===== src/rtl/assert_macros.svh =====
// Assertion macros shared by the list engine RTL.
// Depends on nothing; included by the modules that carry assertions.
`ifndef ASSERT_MACROS_SVH
`define ASSERT_MACROS_SVH

// Property that must hold at every clock edge outside reset.
`define ASSERT_AT(label, clk, rst_n, prop) \
    label: assert property (@(posedge clk) disable iff (!rst_n) (prop)) \
        else $error("assertion failed: %m");

// Condition that must never be seen at a clock edge outside reset.
`define ASSERT_NEVER(label, clk, rst_n, cond) \
    label: assert property (@(posedge clk) disable iff (!rst_n) !(cond)) \
        else $error("forbidden condition seen: %m");

`endif


===== src/rtl/alle_pkg.sv =====
// Package of the array linked list engine: sizes, codes and command types.
// Depends on nothing; used by every other file of the block except assert_macros.svh.
package alle_pkg;

    // Node store size and derived widths.
    localparam int CAPACITY = 32;
    localparam int IDX_W    = (CAPACITY > 1) ? $clog2(CAPACITY) : 1;
    localparam int CNT_W    = $clog2(CAPACITY + 1);
    localparam int DATA_W   = 32;

    // Command queue between front and back.
    localparam int QUEUE_DEPTH = 2;
    localparam int QPTR_W      = (QUEUE_DEPTH > 1) ? $clog2(QUEUE_DEPTH) : 1;
    localparam int QCNT_W      = $clog2(QUEUE_DEPTH + 1);

    typedef enum logic [1:0] {
        OP_APPEND   = 2'd0,
        OP_READ_FWD = 2'd1,
        OP_READ_ROT = 2'd2,
        OP_READ_REV = 2'd3
    } op_t;

    typedef enum logic [1:0] {
        ST_OK     = 2'd0,
        ST_FULL   = 2'd1,
        ST_EMPTY  = 2'd2,
        ST_SINGLE = 2'd3
    } status_t;

    // What the back end has to do for one transaction.
    typedef enum logic [2:0] {
        CMD_APPEND,
        CMD_STATUS,
        CMD_FWD,
        CMD_ROT,
        CMD_REV
    } cmd_kind_t;

    typedef struct packed {
        cmd_kind_t                 kind;
        status_t                   status;
        logic [CNT_W-1:0]          len;
        logic [IDX_W-1:0]          addr;
        logic signed [DATA_W-1:0]  value;
    } cmd_t;

    typedef enum logic [1:0] {
        B_IDLE,
        B_STATUS,
        B_EMIT
    } back_state_t;

endpackage


===== src/rtl/alle_if.sv =====
// Request and response channel interfaces of the list engine.
// Depends on alle_pkg for the operation and status codes.
interface alle_req_if;
    logic                              valid;
    logic                              ready;
    alle_pkg::op_t                     op;
    logic signed [alle_pkg::DATA_W-1:0] value;

    modport source (output valid, output op, output value, input ready);
    modport sink   (input valid, input op, input value, output ready);
endinterface

interface alle_rsp_if;
    logic                              valid;
    logic                              ready;
    logic signed [alle_pkg::DATA_W-1:0] item;
    alle_pkg::status_t                 status;
    logic                              last;

    modport source (output valid, output item, output status, output last, input ready);
    modport sink   (input valid, input item, input status, input last, output ready);
endinterface


===== src/rtl/alle_front.sv =====
// Front end: accepts request transactions and classifies them into commands.
// Depends on alle_pkg, alle_if and assert_macros.svh.
`include "assert_macros.svh"

module alle_front (
    input  logic            clk,
    input  logic            rst_n,
    alle_req_if.sink        req,
    output logic            push_valid,
    input  logic            push_ready,
    output alle_pkg::cmd_t  push_data
);

    // Number of nodes on the list. The free chain hands out nodes in index
    // order and nodes are never returned, so list element k is node k.
    logic [alle_pkg::CNT_W-1:0] count_reg, count_next;
    logic                       is_full;
    logic                       is_empty;

    assign req.ready  = push_ready;
    assign push_valid = req.valid;
    assign is_full    = (count_reg == alle_pkg::CNT_W'(alle_pkg::CAPACITY));
    assign is_empty   = (count_reg == '0);

    // Classification against the list length seen by this command.
    always_comb
    begin
        push_data.kind   = alle_pkg::CMD_STATUS;
        push_data.status = alle_pkg::ST_OK;
        push_data.len    = count_reg;
        push_data.addr   = count_reg[alle_pkg::IDX_W-1:0];
        push_data.value  = req.value;
        case (req.op)
            alle_pkg::OP_APPEND:
            begin
                if (is_full)
                    push_data.status = alle_pkg::ST_FULL;
                else
                    push_data.kind = alle_pkg::CMD_APPEND;
            end
            alle_pkg::OP_READ_FWD:
            begin
                if (is_empty)
                    push_data.status = alle_pkg::ST_EMPTY;
                else
                    push_data.kind = alle_pkg::CMD_FWD;
            end
            alle_pkg::OP_READ_ROT:
            begin
                if (is_empty)
                    push_data.status = alle_pkg::ST_EMPTY;
                else if (count_reg == alle_pkg::CNT_W'(1))
                    push_data.status = alle_pkg::ST_SINGLE;
                else
                    push_data.kind = alle_pkg::CMD_ROT;
            end
            alle_pkg::OP_READ_REV:
            begin
                if (is_empty)
                    push_data.status = alle_pkg::ST_EMPTY;
                else
                    push_data.kind = alle_pkg::CMD_REV;
            end
            default:
            begin
                push_data.status = alle_pkg::ST_EMPTY;
            end
        endcase
    end

    // A successful append takes the next free node.
    always_comb
    begin
        count_next = count_reg;
        if (req.valid && req.ready && push_data.kind == alle_pkg::CMD_APPEND)
            count_next = count_reg + 1'b1;
    end

    always_ff @(posedge clk or negedge rst_n)
    begin
        if (!rst_n)
            count_reg <= '0;
        else
            count_reg <= count_next;
    end

    `ASSERT_AT(a_count_step, clk, rst_n, (req.valid && req.ready && push_data.kind == alle_pkg::CMD_APPEND) |=> (count_reg == $past(count_reg) + 1'b1))
    `ASSERT_NEVER(a_count_bound, clk, rst_n, count_reg > alle_pkg::CNT_W'(alle_pkg::CAPACITY))

endmodule


===== src/rtl/alle_cmd_queue.sv =====
// Short command queue that decouples the front end from the back end.
// Depends on alle_pkg and assert_macros.svh.
`include "assert_macros.svh"

module alle_cmd_queue (
    input  logic            clk,
    input  logic            rst_n,
    input  logic            push_valid,
    output logic            push_ready,
    input  alle_pkg::cmd_t  push_data,
    output logic            pop_valid,
    input  logic            pop_ready,
    output alle_pkg::cmd_t  pop_data
);

    alle_pkg::cmd_t              slots_reg [alle_pkg::QUEUE_DEPTH];
    logic [alle_pkg::QPTR_W-1:0] wr_ptr_reg, wr_ptr_next;
    logic [alle_pkg::QPTR_W-1:0] rd_ptr_reg, rd_ptr_next;
    logic [alle_pkg::QCNT_W-1:0] fill_reg, fill_next;
    logic                        do_push;
    logic                        do_pop;

    assign push_ready = (fill_reg != alle_pkg::QCNT_W'(alle_pkg::QUEUE_DEPTH));
    assign pop_valid  = (fill_reg != '0);
    assign pop_data   = slots_reg[rd_ptr_reg];
    assign do_push    = push_valid && push_ready;
    assign do_pop     = pop_valid && pop_ready;

    // Pointer and fill bookkeeping with explicit wrap.
    always_comb
    begin
        wr_ptr_next = wr_ptr_reg;
        rd_ptr_next = rd_ptr_reg;
        fill_next   = fill_reg;
        if (do_push)
            wr_ptr_next = (wr_ptr_reg == alle_pkg::QPTR_W'(alle_pkg::QUEUE_DEPTH - 1))
                          ? '0 : wr_ptr_reg + 1'b1;
        if (do_pop)
            rd_ptr_next = (rd_ptr_reg == alle_pkg::QPTR_W'(alle_pkg::QUEUE_DEPTH - 1))
                          ? '0 : rd_ptr_reg + 1'b1;
        if (do_push && !do_pop)
            fill_next = fill_reg + 1'b1;
        else if (do_pop && !do_push)
            fill_next = fill_reg - 1'b1;
    end

    always_ff @(posedge clk or negedge rst_n)
    begin
        if (!rst_n)
        begin
            wr_ptr_reg <= '0;
            rd_ptr_reg <= '0;
            fill_reg   <= '0;
        end
        else
        begin
            wr_ptr_reg <= wr_ptr_next;
            rd_ptr_reg <= rd_ptr_next;
            fill_reg   <= fill_next;
        end
    end

    // Slot payload needs no reset.
    always_ff @(posedge clk)
    begin
        if (do_push)
            slots_reg[wr_ptr_reg] <= push_data;
    end

    `ASSERT_AT(a_fill_tracks_push, clk, rst_n, (do_push && !do_pop) |=> (fill_reg == $past(fill_reg) + 1'b1))

endmodule


===== src/rtl/alle_back.sv =====
// Back end: holds the node store and carries out commands, one result per cycle of a read while rsp.ready holds.
// Depends on alle_pkg, alle_if and assert_macros.svh.
`include "assert_macros.svh"

module alle_back (
    input  logic            clk,
    input  logic            rst_n,
    input  logic            cmd_valid,
    output logic            cmd_ready,
    input  alle_pkg::cmd_t  cmd,
    alle_rsp_if.source      rsp
);

    // Node value store with registered read.
    logic signed [alle_pkg::DATA_W-1:0] store_mem [alle_pkg::CAPACITY];
    logic signed [alle_pkg::DATA_W-1:0] rd_data_reg;
    logic [alle_pkg::IDX_W-1:0]         rd_addr;
    logic                               store_we;

    alle_pkg::back_state_t       state_reg, state_next;
    alle_pkg::cmd_kind_t         kind_reg, kind_next;
    alle_pkg::status_t           status_reg, status_next;
    logic [alle_pkg::CNT_W-1:0]  len_reg, len_next;
    logic [alle_pkg::IDX_W-1:0]  k_reg, k_next;
    logic                        take;
    logic                        sent;
    logic                        at_end;

    // Store entry that holds result number j of a read of len elements.
    function automatic logic [alle_pkg::IDX_W-1:0] elem_addr(
        input alle_pkg::cmd_kind_t        kind,
        input logic [alle_pkg::CNT_W-1:0] len,
        input logic [alle_pkg::IDX_W-1:0] j
    );
        logic [alle_pkg::CNT_W-1:0] rev;
        logic [alle_pkg::IDX_W-1:0] res;
        rev = len - 1'b1 - alle_pkg::CNT_W'(j);
        case (kind)
            alle_pkg::CMD_REV:
                res = rev[alle_pkg::IDX_W-1:0];
            alle_pkg::CMD_ROT:
                res = (alle_pkg::CNT_W'(j) == len - 1'b1) ? '0 : j + 1'b1;
            default:
                res = j;
        endcase
        return res;
    endfunction

    assign cmd_ready  = (state_reg == alle_pkg::B_IDLE);
    assign take       = cmd_valid && cmd_ready;
    assign at_end     = (alle_pkg::CNT_W'(k_reg) == len_reg - 1'b1);
    assign sent       = rsp.valid && rsp.ready;

    // Response fields come straight from registers.
    assign rsp.valid  = (state_reg != alle_pkg::B_IDLE);
    assign rsp.item   = (state_reg == alle_pkg::B_EMIT) ? rd_data_reg : '0;
    assign rsp.status = status_reg;
    assign rsp.last   = (state_reg == alle_pkg::B_STATUS) || at_end;

    // Sequencer: next state, store write and read address.
    always_comb
    begin
        state_next  = state_reg;
        kind_next   = kind_reg;
        status_next = status_reg;
        len_next    = len_reg;
        k_next      = k_reg;
        store_we    = 1'b0;
        rd_addr     = elem_addr(kind_reg, len_reg, k_reg);
        case (state_reg)
            alle_pkg::B_IDLE:
            begin
                if (take)
                begin
                    kind_next   = cmd.kind;
                    len_next    = cmd.len;
                    k_next      = '0;
                    status_next = alle_pkg::ST_OK;
                    rd_addr     = elem_addr(cmd.kind, cmd.len, '0);
                    case (cmd.kind)
                        alle_pkg::CMD_APPEND:
                        begin
                            store_we   = 1'b1;
                            state_next = alle_pkg::B_STATUS;
                        end
                        alle_pkg::CMD_STATUS:
                        begin
                            status_next = cmd.status;
                            state_next  = alle_pkg::B_STATUS;
                        end
                        alle_pkg::CMD_FWD, alle_pkg::CMD_ROT, alle_pkg::CMD_REV:
                        begin
                            state_next = alle_pkg::B_EMIT;
                        end
                        default:
                        begin
                            state_next = alle_pkg::B_IDLE;
                        end
                    endcase
                end
            end
            alle_pkg::B_STATUS:
            begin
                if (sent)
                    state_next = alle_pkg::B_IDLE;
            end
            alle_pkg::B_EMIT:
            begin
                if (sent)
                begin
                    if (at_end)
                        state_next = alle_pkg::B_IDLE;
                    else
                    begin
                        k_next  = k_reg + 1'b1;
                        rd_addr = elem_addr(kind_reg, len_reg, k_reg + 1'b1);
                    end
                end
            end
            default:
            begin
                state_next = alle_pkg::B_IDLE;
            end
        endcase
    end

    always_ff @(posedge clk or negedge rst_n)
    begin
        if (!rst_n)
        begin
            state_reg  <= alle_pkg::B_IDLE;
            kind_reg   <= alle_pkg::CMD_STATUS;
            status_reg <= alle_pkg::ST_OK;
            len_reg    <= '0;
            k_reg      <= '0;
        end
        else
        begin
            state_reg  <= state_next;
            kind_reg   <= kind_next;
            status_reg <= status_next;
            len_reg    <= len_next;
            k_reg      <= k_next;
        end
    end

    // Store write port and registered read port.
    always_ff @(posedge clk)
    begin
        if (store_we)
            store_mem[cmd.addr] <= cmd.value;
        rd_data_reg <= store_mem[rd_addr];
    end

    `ASSERT_AT(a_last_returns_idle, clk, rst_n, (rsp.valid && rsp.ready && rsp.last) |=> (state_reg == alle_pkg::B_IDLE))
    `ASSERT_AT(a_step_in_range, clk, rst_n, (state_reg == alle_pkg::B_EMIT) |-> (alle_pkg::CNT_W'(k_reg) < len_reg))

endmodule


===== src/rtl/array_linked_list_engine.sv =====
// Array linked list engine: append and three read orders over a node store.
// Results pass the queue slot, then the back end's registered state and store
// read. The back end takes a command, then does one store read per result of
// a read; it takes no new command until its last result goes. Reset empties
// the list and frees every node at once; stored values are not cleared, and no
// clearing pass runs. Depends on alle_pkg, alle_if and front, queue, back.
module array_linked_list_engine (
    input  logic        clk,
    input  logic        rst_n,
    alle_req_if.sink    req,
    alle_rsp_if.source  rsp
);

    logic           push_valid;
    logic           push_ready;
    alle_pkg::cmd_t push_data;
    logic           pop_valid;
    logic           pop_ready;
    alle_pkg::cmd_t pop_data;

    // Classification of request transactions.
    alle_front u_front (
        .clk        (clk),
        .rst_n      (rst_n),
        .req        (req),
        .push_valid (push_valid),
        .push_ready (push_ready),
        .push_data  (push_data)
    );

    // Command queue between the two halves.
    alle_cmd_queue u_queue (
        .clk        (clk),
        .rst_n      (rst_n),
        .push_valid (push_valid),
        .push_ready (push_ready),
        .push_data  (push_data),
        .pop_valid  (pop_valid),
        .pop_ready  (pop_ready),
        .pop_data   (pop_data)
    );

    // Execution against the node store.
    alle_back u_back (
        .clk       (clk),
        .rst_n     (rst_n),
        .cmd_valid (pop_valid),
        .cmd_ready (pop_ready),
        .cmd       (pop_data),
        .rsp       (rsp)
    );

endmodule


===== src/flat_wrapper.sv =====
// flat-port wrapper written by rule: the top's interface ports become plain ports
module array_linked_list_engine_flat 
  (clk, rst_n, req_valid, req_op, req_value, req_ready, rsp_valid, rsp_item, rsp_status, rsp_last, rsp_ready);
  alle_req_if req_i ();
  alle_rsp_if rsp_i ();
  input  logic clk;
  input  logic rst_n;
  input wire logic [$bits(req_i.valid)-1:0] req_valid;
  input wire logic [$bits(req_i.op)-1:0] req_op;
  input wire logic [$bits(req_i.value)-1:0] req_value;
  output wire logic [$bits(req_i.ready)-1:0] req_ready;
  output wire logic [$bits(rsp_i.valid)-1:0] rsp_valid;
  output wire logic [$bits(rsp_i.item)-1:0] rsp_item;
  output wire logic [$bits(rsp_i.status)-1:0] rsp_status;
  output wire logic [$bits(rsp_i.last)-1:0] rsp_last;
  input wire logic [$bits(rsp_i.ready)-1:0] rsp_ready;
  assign req_i.valid = req_valid;
  assign req_i.op = req_op;
  assign req_i.value = req_value;
  assign req_ready = req_i.ready;
  assign rsp_valid = rsp_i.valid;
  assign rsp_item = rsp_i.item;
  assign rsp_status = rsp_i.status;
  assign rsp_last = rsp_i.last;
  assign rsp_i.ready = rsp_ready;
  array_linked_list_engine u_core (.clk(clk), .rst_n(rst_n), .req(req_i), .rsp(rsp_i));
endmodule

===== config.mk =====
export PLATFORM = sky130hd
export DESIGN_NAME = array_linked_list_engine_flat
export DESIGN_NICKNAME = d
export VERILOG_FILES = /design/src/rtl/alle_pkg.sv /design/src/rtl/alle_if.sv /design/src/rtl/alle_front.sv /design/src/rtl/alle_cmd_queue.sv /design/src/rtl/alle_back.sv /design/src/rtl/array_linked_list_engine.sv /design/src/flat_wrapper.sv
export VERILOG_INCLUDE_DIRS = /design/src /design/src/rtl
export SDC_FILE = /design/constraint.sdc
export NUM_CORES = 1
export LEC_CHECK = 0
export BUFFER_PORTS_ARGS = -buffer_cell sky130_fd_sc_hd__buf_2
export CAP_MARGIN = 20
export CELL_PAD_IN_SITES_DETAIL_PLACEMENT = 1
export CELL_PAD_IN_SITES_GLOBAL_PLACEMENT = 2
export CORE_MARGIN = 4
export CORE_UTILIZATION = 42
export DETAILED_ROUTE_END_ITERATION = 8
export GPL_TIMING_DRIVEN = 0
export HOLD_SLACK_MARGIN = 0.02
export PLACE_DENSITY = 0.78
export SLEW_MARGIN = 20
export SYNTH_ARGS = -nofsm -noshare
export SYNTH_HDL_FRONTEND = slang
export SYNTH_HIERARCHICAL = 1
export SYNTH_SLANG_ARGS = --single-unit

===== constraint.sdc =====
create_clock -name clk -period 6.57 [get_ports clk]
set_input_delay 0.9855 -clock clk [delete_from_list [all_inputs] [get_ports clk]]
set_output_delay 0.9855 -clock clk [all_outputs]
set_load 0.01 [all_outputs]

# Word level (Yosys, flattened, before mapping)
# Memories as Yosys holds them, arrays and structs flattened. A register that Yosys moved wholly into a read port is not among the register bits.
# Index checks and enable logic that the tools add are counted.
# classes
addsub	11
n_mul	0
n_div	0
n_lt_le_gt_ge	0
eq_ne	21
n_shift	0
n_mux	43
n_bitwise	0
reduce_logical	24
# ops
op	n
case mux 5 bit (2 select lines)	5
two-way mux 5 bit	8
two-way mux 32 bit	1
two-way mux 2 bit	12
case mux 5 bit (4 select lines)	1
equality test 5 x 6 -> 1 bit	2
zero test 6 bit	2
two-way mux 1 bit	12
subtractor 6 x 1 -> 6 bit, second input constant	2
adder 5 x 1 -> 5 bit, second input constant	2
!= test 2 bit, second input constant	5
subtractor 5 bit	2
equality test 3 x 2 -> 1 bit, second input constant	3
AND reduction 4 bit	2
nonzero test 2 bit	4
adder 6 x 1 -> 6 bit, second input constant	1
equality test 2 bit, second input constant	3
equality test 3 bit, second input constant	2
equality test 6 x 1 -> 1 bit, second input constant	1
equality test 6 bit, second input constant	1
logical AND 1 bit	6
zero test 3 bit	2
two-way mux 3 bit	2
case mux 2 bit (3 select lines)	1
other kinds (13)	17
# totals
reg_bits	28
latch_bits	0
ram_bits	1120
mem_bits_ro	0
inputBits	38
output_inout_bits	37
word_cells	110
n_memories	2
# memory_table
name	words	width	read_ports	rd_ports_with_merged_regs	wr	line_no	source
u_core.u_back.store_mem	32	32	1	1	1	alle_back.sv:15	logic signed [alle_pkg::DATA_W-1:0] store_mem [alle_pkg::CAPACITY];
u_core.u_queue.slots_reg	2	48	1	0	1	alle_cmd_queue.sv:16	alle_pkg::cmd_t slots_reg [alle_pkg::QUEUE_DEPTH];

# Longest topological paths before layout
# Gate-level depths: netlist (run 1).
# depth
word_depth	7
ltp_mapped	18
mapped_depth_nobuf	14

# Hierarchy
# Netlist (run 1), hierarchy kept.
# modules_own_cells
mod	n_inst	cells_each	area_each_um2	seq_area_each_um2
alle_back	1	2984	42809.8	31841.8
alle_cmd_queue	1	167	3703.6	2982.9
alle_front	1	84	738.2	150.1

# Worst setup path before layout (run 1)
# No wires, ideal clock.
# synth_timing
path_type	register -> register
from	reg u_core.u_queue.rd_ptr_reg
to	mem u_core/u_back/store_mem[12][0] (netlist bit), enable pin
setup_time_ns	0.461
arrival_ns	4.120
t_required_ns	6.109
setup_slack_ns	1.989
path_stages_with_launch	6
path_buffers	1
period_less_slack_ns	4.581
cell_sequence	dfrtp_1 -> buf_4 -> mux2_2 -> nor4_1 -> nand4b_1 -> nor3_1
# synth_lines
item	line_no	source
start: declaration	alle_cmd_queue.sv:18	logic [alle_pkg::QPTR_W-1:0] rd_ptr_reg, rd_ptr_next;
start signal: assignment	alle_cmd_queue.sv:58	rd_ptr_reg <= rd_ptr_next;
end: declaration	alle_back.sv:15	

# Worst setup path in the final report (run 1)
# layout_timing
from	reg u_core/u_back/k_reg[0] (netlist bit)
to	reg u_core/u_back/rd_data_reg[17] (netlist bit) (read register of u_core.u_back.store_mem)
# layout_between
elab_chain_cells	7
word_cells_on_any_way	14
cone_classes	add/sub: 4; eq/ne: 2; mux: 8
# layout_rtl
item	line_no	source
start: declaration	alle_back.sv:24	logic [alle_pkg::IDX_W-1:0] k_reg, k_next;
start signal: assignment	alle_back.sv:143	k_reg <= k_next;
adder 5 x 1 -> 5 bit	alle_back.sv:42, alle_back.sv:116	
adder 5 x 1 -> 5 bit / equality test 5 x 6 -> 1 bit (equally long branches)	alle_back.sv:42	res = (alle_pkg::CNT_W'(j) == len - 1'b1) ? '0 : j + 1'b1;
two-way mux 5 bit	alle_back.sv:42	
case mux 5 bit (2 select lines)	alle_back.sv:38	case (kind)
two-way mux 5 bit	alle_back.sv:111	if (at_end)
two-way mux 5 bit	alle_back.sv:109	if (sent)
case mux 5 bit (2 select lines) (*)	alle_back.sv:70	case (state_reg)
end: declaration	alle_back.sv:16	logic signed [alle_pkg::DATA_W-1:0] rd_data_reg;
# Every way passes the cells marked *; elsewhere a longest branch is shown, timed or not.
# A chain may end at the register's enable or synchronous reset.

==> results.md, run 1 <==
- Crit Path Max Fanout: 10
- Commonest non-fill, non-tap cell in the layout: edfxtp_1
- Clock Latency Late Sink: 710 ps
- WHS: 345 ps
- R2R cell count: 15
- Setup CP Type: flip-flop to flip-flop
- CP Capture Type: flip-flop
- First-pass DRT Iterations: 6
- CP delay by family, top: buffers and inverters
- CP Buf/Inv Count: 5
- Reg2reg setup slack: 550 ps
- Placed cell count: 4823
- Port Buf Inserts: 41
- Synth Cell Area: 47300 µm²
- Synth top area share: 0.712
- Number of global-route vias before repair: 30.8k
- Antenna violations before repair: 3
- Critical Path AT: 6500 ps
- # rows: 122
- Unrepaired setup endpoints after global routing: false
- Fmax: 166 MHz
- CP max stage delay: 770 ps
- Area leader, netlist: edfxtp_1
- Final setup skew: 36.0 ps
- Clock Tree Buf Depth: 3
- Outcome: completed
- Clock-pin slew on the worst setup and hold paths: 60 ps
- Final setup viols: 0
- Die H: 343 µm
- Fillers: 11.0k
- Post-Syn Nets: 3293
- Slowest-stage cell, CP: nor4_1
- Postcts setup bufs: 0
- Crit-path cells: clkbuf_1, inv_1, ha_1, clkbuf_1, inv_1, fa_1, xor2_1, o21ai_0, o32ai_2, nor2_1, nand3_1, clkbuf_1, o221ai_1, nor4_1, a31oi_1
- Final WL: 144000 µm
- Slew Viols, Final: 0
- Reg2reg start: u_core/u_back/k_reg[0]
- Fin cells: 5049
- CTS tree: built
- Drt drc: 0
- Pin count of the biggest net entering global routing: 33
- Max reg flops: 1024
- Design area: 54700 µm²
- Die Span X: 343 µm
- DR iter-0 viols: 2939
- Area of the core: 111000 µm²
- Vias post-DR: 29.3k
- Hold_buf cts: 0
- Syn avg cell area: 14.6 µm²
- RR Endpoint: u_core/u_back/rd_data_reg[17]
- Yosys cell types: 78
- Commonest non-fill, non-tap cells in the layout: edfxtp_1, nand2_1, a21oi_1, mux2i_1, buf_2
- Placed inst area: 50700 µm²
- DP Wirelength: 99100 µm
- Synthesis-to-finish area growth: 15.9%
- Cells after synthesis: 3235
- Via density: 5.81
- Area contributors post-synth: edfxtp_1, nand2_1, mux2i_1
- Most used cell, CP: clkbuf_1
- Grt total ovfl: 0
- Boundary Pins: 75
- Critical Path RT: 7060 ps
- Max-slew headroom: 0.250
- Root buffer cell: clkbuf_16
- Yosys reg bits: 1180
- TNS Setup: 0 ps
- CP Launch Type: flip-flop
- CTS Buf Count: 120
- EDFF count, synth: 1120
- Worst Hold Class: input pin to async pin
- Fin nets: 3515
- Total Routing Usage GR: 0.242
- Routability cong.: 0.816
- Ratio of cells with drive above 1 in the final layout: 0.163
- Sequential element share of the synthesized area: 0.740
- Main synth FF type: edfxtp_1
- DIE AREA: 118000 µm²
- Synth warn: 6
- Final hold vios: 0
- Period utilization: 0.916
- Minimum clock period: 6020 ps
- FFs w/ async S/R, synth: 0.0237
- Sink Count: 1180
- Ant. Diodes: 0
- Final ANT Viol Nets: 0
- Max cap viols: 0
- Global-route wire length before repair: 208000 µm
- Wire per inst: 28.5 µm
- H-tree levels: 3
- Worst Max-Slew Pin Slew: 1130 ps
- Initial Util: 0.425
kinds of logic (layout without fill, tap and decap cells):
family | count (synthesis) | after routing | share of synthesized area
AO/OA/AOI/OAI | 620 | 620 | 0.0875
XOR/XNOR | 32 | 32 | 0.00593
adder cells (fa/ha/maj) | 20 | 20 | 0.00561
buffers and inverters | 262 | 588 | 0.0296
flip-flops | 1180 | 1180 | 0.740
multiplexers | 215 | 215 | 0.0477
AND/OR/NAND/NOR | 906 | 906 | 0.0834
cells in the mapped netlist (51+ instances only):
| cell type | count |
|---|---|
| nand2_1 | 643 |
| a221oi_1 | 64 |
| mux2i_1 | 163 |
| clkbuf_1 | 75 |
| o21ai_0 | 52 |
| a211oi_1 | 65 |
| buf_4 | 56 |
| buf_2 | 83 |
| nor2_1 | 51 |
| nor4_1 | 64 |
| edfxtp_1 | 1120 |
| a21oi_1 | 235 |
per-stage QoR:
stage	utilization	setup slack [ps]
5_1_grt	0.493	254
3_3_place_gp	0.444	-1700
3_5_place_dp	0.457	-252
4_1_cts	0.493	106
6_report	0.493	552
2_1_floorplan	-	1990
timing repair:
| item | CTS | global route |
|---|---|---|
| setup endpoints to repair | 17 | 9 |
| resized for setup | 14 | 1 |
| gates cloned | 0 | 0 |
routing by layer:
metal,part of all wire,routed length [µm],GRT usage,vias to the layer above
li1,-,-,-,12700
met1,0.42,60300,0.326,15395
met2,0.48,69300,0.405,1011
met3,0.061,8770,0.0329,204
met4,0.038,5480,0.0900,0
met5,0,0,0,-
final cells by class:
cell class,instances,area (µm²),area share
Buffer,238,1310,0.0240
Clock buffer,179,3480,0.0636
Clock inverter,47,433,0.00791
Inverter,24,90.1,0.00165
Multi-Input combinational cell,1793,11300,0.206
Sequential cell,1180,35000,0.639
Tap cell,1488,1860,0.0340
Timing Repair Buffer,100,1320,0.0242
how the worst max path moves through the flow:
stage | from | end | slack (ps) | depth (start not counted)
finish | u_core/u_back/k_reg[0] | u_core/u_back/rd_data_reg[17] | 550 | 15
floorplan | u_core/u_queue/rd_ptr_reg | u_core/u_back/store_mem[12][0] | 1990 | 5
global placement | u_core/u_back/state_reg[0] | u_core/u_back/store_mem[20][11] | -1700 | 6
CTS | u_core/u_back/k_reg[0] | u_core/u_back/rd_data_reg[17] | 110 | 15
global route | u_core/u_back/k_reg[0] | u_core/u_back/rd_data_reg[21] | 250 | 15
detailed placement | u_core/u_back/k_reg[0] | u_core/u_back/rd_data_reg[29] | -250 | 15
Power of run 1 is not shown: default switching activity piles up to over one toggle a cycle in this logic, so the estimate is an artifact.
==> inputs of run 2 (changes only) <==
Settings changed: CTS_BUF_LIST from default to sky130_fd_sc_hd__clkbuf_4.
==> run 2 against run 1 <==
Against the previous run:
- design area increased by 0.66%
- critical path depth unchanged
- via count rose by 4.4%
- sequential cell count did not move
- worst setup slack lost 320 ps
- critical path type unchanged
- critical endpoint is now u_core/u_back/rd_data_reg[21]
==> results.md, run 2 (synthesized netlist as in run 1, its figures left out) <==
- Area of the core: 111000 µm² (unchanged)
- Clock Tree Buf Depth: 4 (+1)
- Period utilization: 0.964 (+0.0480)
- RR Endpoint: u_core/u_back/rd_data_reg[21]
- Postcts setup bufs: 0 (unchanged)
- Max-slew headroom: 0.245 (-0.00460)
- Worst Hold Class: input pin to flip-flop
- Sink Count: 1180 (unchanged)
- CTS Buf Count: 328 (+170%)
- Post-route setup slack: 237 ps (-315 ps)
- Hold_sp: rsp_ready
- Slew Viols, Final: 0 (unchanged)
- Max reg flops: 1024 (unchanged)
- CP Launch Type: flip-flop
- Clock Latency Late Sink: 1200 ps (+490 ps)
- Grt total ovfl: 0 (unchanged)
- CTS tree: built
- Commonest non-fill, non-tap cells in the layout: edfxtp_1, nand2_1, clkbuf_4, a21oi_1, mux2i_1
- Final hold vios: 0 (unchanged)
- First-pass DRT Iterations: 5 (-1)
- Fin nets: 3756 (+6.9%)
- Reg2reg start: u_core/u_back/k_reg[0]
- DR iter-0 viols: 2688 (-8.5%)
- Worst Max-Slew Pin Slew: 1120 ps (-3.45 ps)
- CP Capture Type: flip-flop
- Fmax: 158 MHz (-5.0%)
- Final WL: 145000 µm (+1.1%)
- DP Wirelength: 99100 µm (unchanged)
- Routability cong.: 0.816 (unchanged)
- Placement Setup Slack: -252 ps (unchanged)
- Die Span X: 343 µm (unchanged)
- Root buffer cell: clkbuf_4
- # rows: 122 (unchanged)
- Commonest non-fill, non-tap cell in the layout: edfxtp_1
- Initial Util: 0.425 (unchanged)
- Critical Path AT: 7240 ps (+740 ps)
- Pin count of the biggest net entering global routing: 33 (unchanged)
- Worst Hold Endpoint: u_core/u_back/state_reg[1]
- Via density: 5.67 (-2.3%)
- Die H: 343 µm (unchanged)
- Port Buf Inserts: 41 (unchanged)
- Boundary Pins: 75 (unchanged)
- Placed inst area: 50700 µm² (unchanged)
- Hold Path Stages: 2
- Critical Path RT: 7480 ps (+420 ps)
- Outcome: completed
- Design area: 55100 µm² (+0.66%)
- Clock-pin slew on the worst setup and hold paths: 70 ps (about the same)
- Reg2reg setup slack: 240 ps (-320 ps)
- Layout Utilization: 0.496 (+0.00324)
- Unrepaired setup endpoints after global routing: false
- Total Routing Usage GR: 0.246 (+0.00392)
- Antenna violations before repair: 2 (-1)
- Crit Path Max Fanout: 10 (unchanged)
- Global-route wire length before repair: 212000 µm (+1.7%)
- Synthesis-to-finish area growth: 16.6%
- Final setup viols: 0 (unchanged)
- R2R cell count: 15 (unchanged)
- Ratio of cells with drive above 1 in the final layout: 0.235 (+0.0716)
- H-tree levels: 5 (+2)
- Setup CP Type: flip-flop to flip-flop
- Wire per inst: 27.0 µm (-5.4%)
- Max cap viols: 0 (unchanged)
- Number of global-route vias before repair: 32.7k (+6.1%)
- Minimum clock period: 6330 ps (+315 ps)
- Vias post-DR: 30.6k (+4.4%)
- Final setup skew: 117 ps (+80.8 ps)
- Drt drc: 0 (unchanged)
- DIE AREA: 118000 µm² (unchanged)
- Final ANT Viol Nets: 0 (unchanged)
## run 2: changes by cell type in the layout (fill, tap and decap cells not counted), moves of 7 or more
cell           delta
clkbuf_4        +489
clkbuf_8         -17
clkbuf_1         -37
clkinv_1         +11
clkinv_2          -7
clkbuf_16       -124
dlygate4sd3_1    +33
## run 2: per-layer routing
metal | share of wire | wire [µm] | vias up | track usage
met1 | 0.41 | 59900 | 15841 | 0.321
met4 | 0.033 | 4840 | 0 | 0.0958
met5 | 0 | 0 | - | 0
li1 | - | - | 13338 | -
met3 | 0.067 | 9710 | 186 | 0.0483
met2 | 0.49 | 70900 | 1238 | 0.409
## run 2: through the flow
stage | TNS, ps | hold WS [ps] | cells
floorplan | 0 | 440 | 3235
CTS | 0 | 56.3 | 5394
global placement | -116620 | 473 | 4764
detailed placement | -667 | 480 | 4823
finish | 0 | 191 | 5395
global route | 0 | 129 | 5395
## run 2: how the worst max path moves through the flow
stage                                     from                               to  slack, ps  depth (start not counted)
detailed placement      u_core/u_back/k_reg[0]    u_core/u_back/rd_data_reg[29]       -250                         15
CTS                     u_core/u_back/k_reg[0]     u_core/u_back/rd_data_reg[7]          1                         15
global route            u_core/u_back/k_reg[0]    u_core/u_back/rd_data_reg[21]        130                         15
global placement    u_core/u_back/state_reg[0]  u_core/u_back/store_mem[20][11]      -1700                          6
floorplan            u_core/u_queue/rd_ptr_reg   u_core/u_back/store_mem[12][0]       1990                          5
finish                  u_core/u_back/k_reg[0]    u_core/u_back/rd_data_reg[21]        240                         15
## run 2: cell type report
| cell class | count | area (µm²) |
|---|---|---|
| Buffer | 238 | 1310 |
| Tap cell | 1488 | 1860 |
| Antenna cell | 1 | 2.50 |
| Sequential cell | 1180 | 35000 |
| Fill cell | 11242 | 56000 |
| Multi-Input combinational cell | 1793 | 11300 |
| Clock inverter | 49 | 283 |
| Inverter | 24 | 90.1 |
| Clock buffer | 489 | 3670 |
| Timing Repair Buffer | 133 | 1650 |
## run 2: timing repair
item | in CTS | in global routing
hold endpoints to repair | 91 | 0
pin swaps | 0 | 0
resized for setup | 11 | 1
endpoints found under the setup margin | 12 | 11
hold buffers | 33 | 0
## run 2: critical path, cell delays in order, from the launching register on
cell      delay, ps
dfrtp_1         380
clkbuf_1        380
inv_1           240
ha_1            360
clkbuf_1        350
inv_1           110
fa_1            430
xor2_1          160
o21ai_0         140
o32ai_2         510
nor2_1          230
nand3_1         610
clkbuf_1        570
o221ai_1        250
nor4_1          990
a31oi_1         390
Power of run 2 is left out for the same reason.
